--- src/hdl/sha256_pkg.sv ---
// Shared types, constants and a rotate function for the SHA-256 hasher.
package sha256_pkg;

    localparam int LENGTH_BITS = 61;

    typedef enum logic [2:0] {
        ST_IDLE,
        ST_ROUND,
        ST_FOLD,
        ST_PAD,
        ST_EMIT
    } t_state;

    // Control handed from the sequencer to the round datapath.
    typedef struct packed {
        logic       load;     // copy the hash into the working set
        logic       step;     // run one round
        logic       fold;     // add working vars into the hash
        logic       init;     // restore the initial hash
        logic [5:0] rnd;
    } t_rnd_ctrl;

    localparam logic [31:0] H_INIT [8] = '{
        32'h6a09e667, 32'hbb67ae85, 32'h3c6ef372, 32'ha54ff53a,
        32'h510e527f, 32'h9b05688c, 32'h1f83d9ab, 32'h5be0cd19};

    localparam logic [31:0] K_TAB [64] = '{
        32'h428a2f98, 32'h71374491, 32'hb5c0fbcf, 32'he9b5dba5,
        32'h3956c25b, 32'h59f111f1, 32'h923f82a4, 32'hab1c5ed5,
        32'hd807aa98, 32'h12835b01, 32'h243185be, 32'h550c7dc3,
        32'h72be5d74, 32'h80deb1fe, 32'h9bdc06a7, 32'hc19bf174,
        32'he49b69c1, 32'hefbe4786, 32'h0fc19dc6, 32'h240ca1cc,
        32'h2de92c6f, 32'h4a7484aa, 32'h5cb0a9dc, 32'h76f988da,
        32'h983e5152, 32'ha831c66d, 32'hb00327c8, 32'hbf597fc7,
        32'hc6e00bf3, 32'hd5a79147, 32'h06ca6351, 32'h14292967,
        32'h27b70a85, 32'h2e1b2138, 32'h4d2c6dfc, 32'h53380d13,
        32'h650a7354, 32'h766a0abb, 32'h81c2c92e, 32'h92722c85,
        32'ha2bfe8a1, 32'ha81a664b, 32'hc24b8b70, 32'hc76c51a3,
        32'hd192e819, 32'hd6990624, 32'hf40e3585, 32'h106aa070,
        32'h19a4c116, 32'h1e376c08, 32'h2748774c, 32'h34b0bcb5,
        32'h391c0cb3, 32'h4ed8aa4a, 32'h5b9cca4f, 32'h682e6ff3,
        32'h748f82ee, 32'h78a5636f, 32'h84c87814, 32'h8cc70208,
        32'h90befffa, 32'ha4506ceb, 32'hbef9a3f7, 32'hc67178f2};

    function automatic logic [31:0] rotr(input logic [31:0] x, input int n);
        rotr = (x >> n) | (x << (32 - n));
    endfunction

endpackage

--- src/hdl/sha256_message_hasher.sv ---
// SHA-256 hasher top: word intake, padding, round sequencer, digest output.
// Each non-last word is stored in the block; a 16th word runs the rounds, then a fold.
// A last word runs one or two compressions plus a pad step,
// then emits eight digest beats, one per unstalled cycle.
// One shared round unit paces everything: one round per cycle, one item at a time.
// Synchronous active-low reset restores the initial hash and a zero byte count.
module sha256_message_hasher (
    input  logic        i_clk,
    input  logic        i_rst_n,
    input  logic        i_valid,
    output logic        o_stall,
    input  logic [31:0] i_data_word,
    input  logic [2:0]  i_valid_bytes,
    input  logic        i_last_item,
    output logic        o_valid,
    input  logic        i_stall,
    output logic [31:0] o_digest_word,
    output logic        o_digest_last
);
    import sha256_pkg::*;

    t_state      r_state, n_state;
    logic [31:0] r_blk [16];
    logic [LENGTH_BITS-1:0] r_cnt;
    logic [5:0]  r_rnd;
    logic        r_fin;   // padding still owes a final length block
    logic        r_done;  // last compression of the message running
    logic [2:0]  r_oidx;
    t_rnd_ctrl   ctl;
    logic [31:0] hash [8];
    logic        acc;
    logic [3:0]  pos;
    logic [2:0]  vb;
    logic        spill;   // padding leaves no room for the length in this block
    logic [LENGTH_BITS-1:0] cnt_add;
    logic [63:0] bits;
    logic [31:0] mask, padw;

    assign acc = i_valid && !o_stall;
    assign pos = r_cnt[5:2];
    assign vb  = (!i_last_item || i_valid_bytes > 3'd4) ? 3'd4 : i_valid_bytes;
    assign spill = (vb == 3'd4) ? (pos >= 4'd13) : (pos >= 4'd14);
    assign cnt_add = r_cnt + LENGTH_BITS'(vb);
    assign bits = 64'({r_cnt, 3'b000});

    always_comb begin
        unique case (vb)
            3'd0:    mask = 32'h0;
            3'd1:    mask = 32'hff000000;
            3'd2:    mask = 32'hffff0000;
            3'd3:    mask = 32'hffffff00;
            default: mask = 32'hffffffff;
        endcase
        padw = (i_data_word & mask) | (32'h80000000 >> {vb, 3'b000});
    end

    sha256_round u_round (
        .i_clk   (i_clk),
        .i_rst_n (i_rst_n),
        .i_ctrl  (ctl),
        .i_block (r_blk),
        .o_hash  (hash)
    );

    always_comb begin
        n_state = r_state;
        unique case (r_state)
            ST_IDLE: if (acc) begin
                if (!i_last_item) n_state = (pos == 4'd15) ? ST_ROUND : ST_IDLE;
                else if (spill) n_state = ST_ROUND;
                else n_state = ST_PAD;
            end
            ST_ROUND: if (r_rnd == 6'd63) n_state = ST_FOLD;
            ST_FOLD:  n_state = r_done ? ST_EMIT : (r_fin ? ST_PAD : ST_IDLE);
            ST_PAD:   n_state = ST_ROUND;
            ST_EMIT:  if (!i_stall && r_oidx == 3'd7) n_state = ST_IDLE;
            default:  n_state = ST_IDLE;
        endcase
    end

    always_comb begin
        ctl = '0;
        ctl.rnd = r_rnd;
        o_stall = (r_state != ST_IDLE);
        o_valid = (r_state == ST_EMIT);
        unique case (r_state)
            ST_ROUND: ctl.step = 1'b1;
            ST_FOLD:  ctl.fold = 1'b1;
            ST_EMIT:  ctl.init = !i_stall && r_oidx == 3'd7;
            default:  ctl.load = 1'b0;
        endcase
        ctl.load = (n_state == ST_ROUND) && (r_state != ST_ROUND);
    end

    assign o_digest_word = hash[r_oidx];
    assign o_digest_last = (r_oidx == 3'd7);

    always_ff @(posedge i_clk) begin
        if (!i_rst_n) begin
            r_state <= ST_IDLE;
            r_cnt   <= '0;
            r_rnd   <= '0;
            r_fin   <= 1'b0;
            r_done  <= 1'b0;
            r_oidx  <= '0;
        end else begin
            r_state <= n_state;
            unique case (r_state)
                ST_IDLE: if (acc) begin
                    r_cnt <= cnt_add;
                    if (!i_last_item) begin
                        r_blk[pos] <= i_data_word;
                    end else if (vb == 3'd4 && pos == 4'd15) begin
                        // full word closes the block; pad goes in a new block
                        r_blk[pos] <= i_data_word;
                        r_fin <= 1'b1;
                        r_done <= 1'b0;
                    end else begin
                        r_blk[pos] <= (vb == 3'd4) ? i_data_word : padw;
                        if (vb == 3'd4) r_blk[pos + 4'd1] <= 32'h80000000;
                        for (int i = 0; i < 16; i++)
                            if (4'(i) > pos + ((vb == 3'd4) ? 4'd1 : 4'd0))
                                r_blk[i] <= 32'h0;
                        // length fits when padding ends at or before word 13
                        r_fin <= 1'b1;
                        r_done <= !spill;
                    end
                end
                ST_ROUND: r_rnd <= r_rnd + 6'd1;
                ST_FOLD:  if (r_done) r_fin <= 1'b0;
                ST_PAD: begin
                    // writes the length; for an extra length block the marker byte lands in
                    // word 0 only when the data itself filled the previous block
                    if (!r_done) begin
                        r_blk[0] <= (pos == 4'd0) ? 32'h80000000 : 32'h0;
                        for (int i = 1; i < 14; i++) r_blk[i] <= 32'h0;
                        r_done <= 1'b1;
                    end
                    r_blk[14] <= bits[63:32];
                    r_blk[15] <= bits[31:0];
                end
                ST_EMIT: if (!i_stall) begin
                    r_oidx <= r_oidx + 3'd1;
                    if (r_oidx == 3'd7) begin
                        r_cnt <= '0;
                        r_fin <= 1'b0;
                        r_done <= 1'b0;
                    end
                end
                default: ;
            endcase
        end
    end

    a_busy : assert property (@(posedge i_clk) disable iff (!i_rst_n)
        (r_state == ST_ROUND) |-> o_stall) else $error("ready during rounds");
    a_emit : assert property (@(posedge i_clk) disable iff (!i_rst_n)
        (r_state == ST_FOLD && r_done) |=> o_valid && r_oidx == 3'd0)
        else $error("digest not started");
    a_rndz : assert property (@(posedge i_clk) disable iff (!i_rst_n)
        (r_state == ST_IDLE) |-> r_rnd == 6'd0) else $error("round count stale");
endmodule

--- src/hdl/sha256_round.sv ---
// One shared round unit with working variables, schedule window and hash state.
module sha256_round (
    input  logic                  i_clk,
    input  logic                  i_rst_n,
    input  sha256_pkg::t_rnd_ctrl i_ctrl,
    input  logic [31:0]           i_block [16],
    output logic [31:0]           o_hash [8]
);
    import sha256_pkg::*;

    logic [31:0] r_hash [8];
    logic [31:0] r_v [8];
    logic [31:0] r_w [16];
    logic [31:0] w_new, w_cur, t1, t2, m2, m7, m15, s0, s1;
    logic [3:0]  slot;
    logic [31:0] a, b, c, e, f, g;

    assign slot = i_ctrl.rnd[3:0];
    assign a = r_v[0];
    assign b = r_v[1];
    assign c = r_v[2];
    assign e = r_v[4];
    assign f = r_v[5];
    assign g = r_v[6];

    always_comb begin
        m2    = r_w[slot - 4'd2];
        m7    = r_w[slot - 4'd7];
        m15   = r_w[slot - 4'd15];
        s1    = rotr(m2, 17) ^ rotr(m2, 19) ^ (m2 >> 10);
        s0    = rotr(m15, 7) ^ rotr(m15, 18) ^ (m15 >> 3);
        w_new = s1 + m7 + s0 + r_w[slot];
        // first sixteen rounds take the block words directly and fill the window
        w_cur = (i_ctrl.rnd[5:4] == 2'd0) ? i_block[slot] : w_new;
        t1    = r_v[7] + (rotr(e, 6) ^ rotr(e, 11) ^ rotr(e, 25))
              + ((e & f) ^ (~e & g)) + K_TAB[i_ctrl.rnd] + w_cur;
        t2    = (rotr(a, 2) ^ rotr(a, 13) ^ rotr(a, 22))
              + ((a & b) ^ (a & c) ^ (b & c));
    end

    always_ff @(posedge i_clk) begin
        if (!i_rst_n || i_ctrl.init) begin
            r_hash <= H_INIT;
        end else if (i_ctrl.fold) begin
            for (int i = 0; i < 8; i++) r_hash[i] <= r_hash[i] + r_v[i];
        end
        if (i_ctrl.load) begin
            r_v <= r_hash;
        end else if (i_ctrl.step) begin
            r_w[slot] <= w_cur;
            r_v[7] <= g;
            r_v[6] <= f;
            r_v[5] <= e;
            r_v[4] <= r_v[3] + t1;
            r_v[3] <= c;
            r_v[2] <= b;
            r_v[1] <= a;
            r_v[0] <= t1 + t2;
        end
    end

    assign o_hash = r_hash;

    a_excl : assert property (@(posedge i_clk) disable iff (!i_rst_n)
        !(i_ctrl.load && i_ctrl.step)) else $error("load with step");
    a_fold : assert property (@(posedge i_clk) disable iff (!i_rst_n)
        !(i_ctrl.fold && i_ctrl.init)) else $error("fold with init");
    a_rnd0 : assert property (@(posedge i_clk) disable iff (!i_rst_n)
        i_ctrl.load |-> i_ctrl.rnd == 6'd0) else $error("load mid block");
endmodule

--- config.mk ---
export PLATFORM = sky130hd
export DESIGN_NAME = sha256_message_hasher
export DESIGN_NICKNAME = d
export VERILOG_FILES = /design/src/hdl/sha256_pkg.sv /design/src/hdl/sha256_message_hasher.sv /design/src/hdl/sha256_round.sv
export SDC_FILE = /design/constraint.sdc
export NUM_CORES = 2
export LEC_CHECK = 0
export BUFFER_PORTS_ARGS = -buffer_cell sky130_fd_sc_hd__buf_2
export CAP_MARGIN = 10
export CORE_ASPECT_RATIO = 1.1
export CORE_UTILIZATION = 55
export CTS_CLUSTER_DIAMETER = 80
export DETAILED_ROUTE_END_ITERATION = 10
export PLACE_DENSITY = 0.67
export SLEW_MARGIN = 25
export SYNTH_ARGS = -nofsm -noshare
export SYNTH_HDL_FRONTEND = slang
export SYNTH_HIERARCHICAL = 1
export SYNTH_SLANG_ARGS = --single-unit
--- constraint.sdc ---
create_clock -name i_clk -period 42 [get_ports i_clk]
set_clock_uncertainty 0.15 [all_clocks]
set_input_delay 10.5 -clock i_clk [delete_from_list [all_inputs] [get_ports i_clk]]
set_output_delay 10.5 -clock i_clk [all_outputs]
set_load 0.005 [all_outputs]
==> metrics <==
Final Wtd Congestion=0.9982; Post-CTS Setup Inserts=0; register area share after synthesis=41.33%; Startpoint Class=input pin; Synth Area per Inst=10.94 um2; Clock Path Buffers=3; endpoints failing hold=0; HP Class=reg -> reg; final instance area=117700 um2; Skew-Pair Late Insertion Delay=0.90 ns; Post-synth EDFFs=1280; num ports=75; unrepaired setup endpoints after global routing=false; FP Rows=171; Post-CTS Hold Buffers=0; die area=200000 um2; clk sinks=1611; Least-Margin Pin Slew=1.182 ns; max incr delay on CP=0.89 ns; largest net degree at the start of global routing=188; Die Wd=426.5 um; Placed Instance Area=111700 um2; Max-slew headroom=21.04%; vias per cell=6.799; PnR worst setup slack=26.93 ns; Synth async-reset ratio=0%; YS warnings=6; post-CTS sizing=0; drt total wl=366300 um; DPL Wire Length=254000 um; post-place setup slack=26.03 ns; fill count=16240; port buffer count=74; Cells after Synth=9969; Top cell by count, worst path=buf_4; Final Cycle Share=35.89%; multi-input logic area=60160 um2; Post-synth top flop=edfxtp_1; setup TNS=0 ns; slowest cell on the critical path=or2_4; Seq. cell area=45090 um2; Worst-path clk slew=0.06 ns; layout cells sized above 1=15.66%; maximum clock rate=66.35 MHz; CTS Buf Count=179; Cell variety after synth=111; CTS tree=built; DR vias=84770; Initial Util=55.27%; fin nets=10350; TritonRoute pass-1 iters=9; die height=469.0 um; initial antenna violation count=12; mapped cell area=109000 um2; H-tree depth=4; placed instance count=12130; 1st-iter DRT viols=10750; WP data arrival=15.42 ns; fin cells=12470; required time of the critical path=42.34 ns; first-pass GRT wire length=536900 um; Final Slew Violations=0; outcome=finished, final reports clean; Critical Path Fanout Max=63; Remaining DRCs=0; root buf cell=clkbuf_16; P&R area growth vs syn=7.934%; # setup viols final=0; vias in the first global route=80930; crit path time final=15.07 ns; #FFs+latches synth=1611; endpoint type of the worst setup path=flop; Final ANT Viol Nets=0; syn nets=10600; CP cell instances=buf_2 > nor2b_2 > clkinv_1 > buf_4 > a21oi_1 > o211ai_1 > nand2_1 > a211oi_4 > buf_4 > or2_4 > buf_4 > buf_4; GRT overflow=0; CORE AREA=197300 um2; Max-Cap Viols=0; Tot GR Track Use=36.22%; critical setup path kind=in -> reg; Wirelength per Cell=29.38 um
==> metal layers <==
metal	track usage (%)	up-vias	routed length (um)
li1	-	36580	-
met1	47.77	42070	138500
met2	56.73	5090	168900
met3	7.444	1016	37810
met4	18.55	8	21040
met5	0	-	60
==> registers in the layout (all words and copies together), names as in the netlist <==
| name | cells |
|---|---|
| u_round/a | 32 |
| r_done | 1 |
| r_blk | 512 |
| u_round/f | 32 |
| u_round/e | 32 |
| r_cnt | 61 |
| r_fin | 1 |
| u_round/b | 32 |
| u_round/c | 32 |
| u_round/g | 32 |
| u_round/r_v | 64 |
| r_oidx | 3 |
| r_rnd | 6 |
| r_state | 3 |
| u_round/o_hash | 256 |
| u_round/r_w | 512 |
==> area by class of cell <==
type,count,share of cell area (%)
multi-input combinational,7269,51.13
sequential,1611,38.32
clock buffer,253,4.190
tap,2595,2.759
timing repair buffer,237,1.514
inverter,416,1.335
clock inverter,81,0.7454
antenna,6,0.01276
==> synthesized netlist by cell type, types with 54 or more instances <==
cell type	instances	share of area [%]
a21o_1	180	1.2
fa_1	196	3.6
o21ai_0	412	1.9
o21a_1	70	0.48
a21oi_1	967	4.4
nor2_1	948	3.3
mux2_2	228	2.4
a31oi_1	54	0.31
buf_2	99	0.45
dfxtp_1	331	6.1
nor2b_1	66	0.38
clkbuf_1	464	1.6
xor2_1	160	1.3
o211ai_1	71	0.49
a211oi_1	92	0.63
mux2i_1	182	1.7
inv_1	406	1.4
ha_1	399	4.6
nand2b_1	64	0.37
xnor2_1	398	3.2
o21ai_1	96	0.44
edfxtp_1	1280	35
mux4_2	684	14
nand3_1	110	0.50
nand2_1	1057	3.6
nor3_1	104	0.48
buf_1	97	0.33
==> worst max-delay path, delay by kind of cell <==
kind	cells	cell delay [ns]
AOI/OAI and AO/OA	3	0.59
and+or+nand+nor	3	1.28
buffers and inverters	6	2.79
==> layout by cell type, fill, tap and decap left out, drive strengths merged, types with 106 or more instances in the layout <==
cell type / count
clkbuf: 253
edfxtp: 1280
ha: 399
mux2: 246
a21o: 180
nor2: 948
a21oi: 969
nor3: 106
inv: 424
xnor2: 400
nand2: 1057
fa: 196
xor2: 160
nand3: 111
o21ai: 512
mux4: 684
buf: 237
mux2i: 183
dfxtp: 331
==> cell families after synthesis <==
logic type	Yosys count	synth area share, %
buffers and inverters	1089	3.912
xor gates and xnor gates	562	4.554
DFF	1611	41.33
AOI/OAI and AO/OA	2324	12.87
adders and majority gates	613	8.343
muxes	1113	18.35
and+or+nand+nor	2657	10.63
==> worst paths after layout <==
| check | from | end | slack [ns] | cells past startpoint |
|---|---|---|---|---|
| worst min-delay path | r_oidx[2] | r_oidx[2] | 0.32 | 2 |
| worst min register to register | r_oidx[2] | r_oidx[2] | 0.32 | 2 |
| worst max-delay path | i_last_item | u_round/a[29] | 26.93 | 12 |
| worst max register to register | r_rnd[0] | u_round/a[31] | 27.35 | 50 |
==> stage by stage <==
stage | hold WS (ns) | utilization, %
floorplan | 0.2992 | -
global placement | 0.3017 | 56.63
detailed placement | 0.3155 | 56.64
CTS | 0.3234 | 59.59
global route | 0.3551 | 59.65
finish | 0.3178 | 59.65
Power is left out: the tool's default activity adds up to more than one toggle a clock period on the data nets, which glitch-free logic cannot reach.
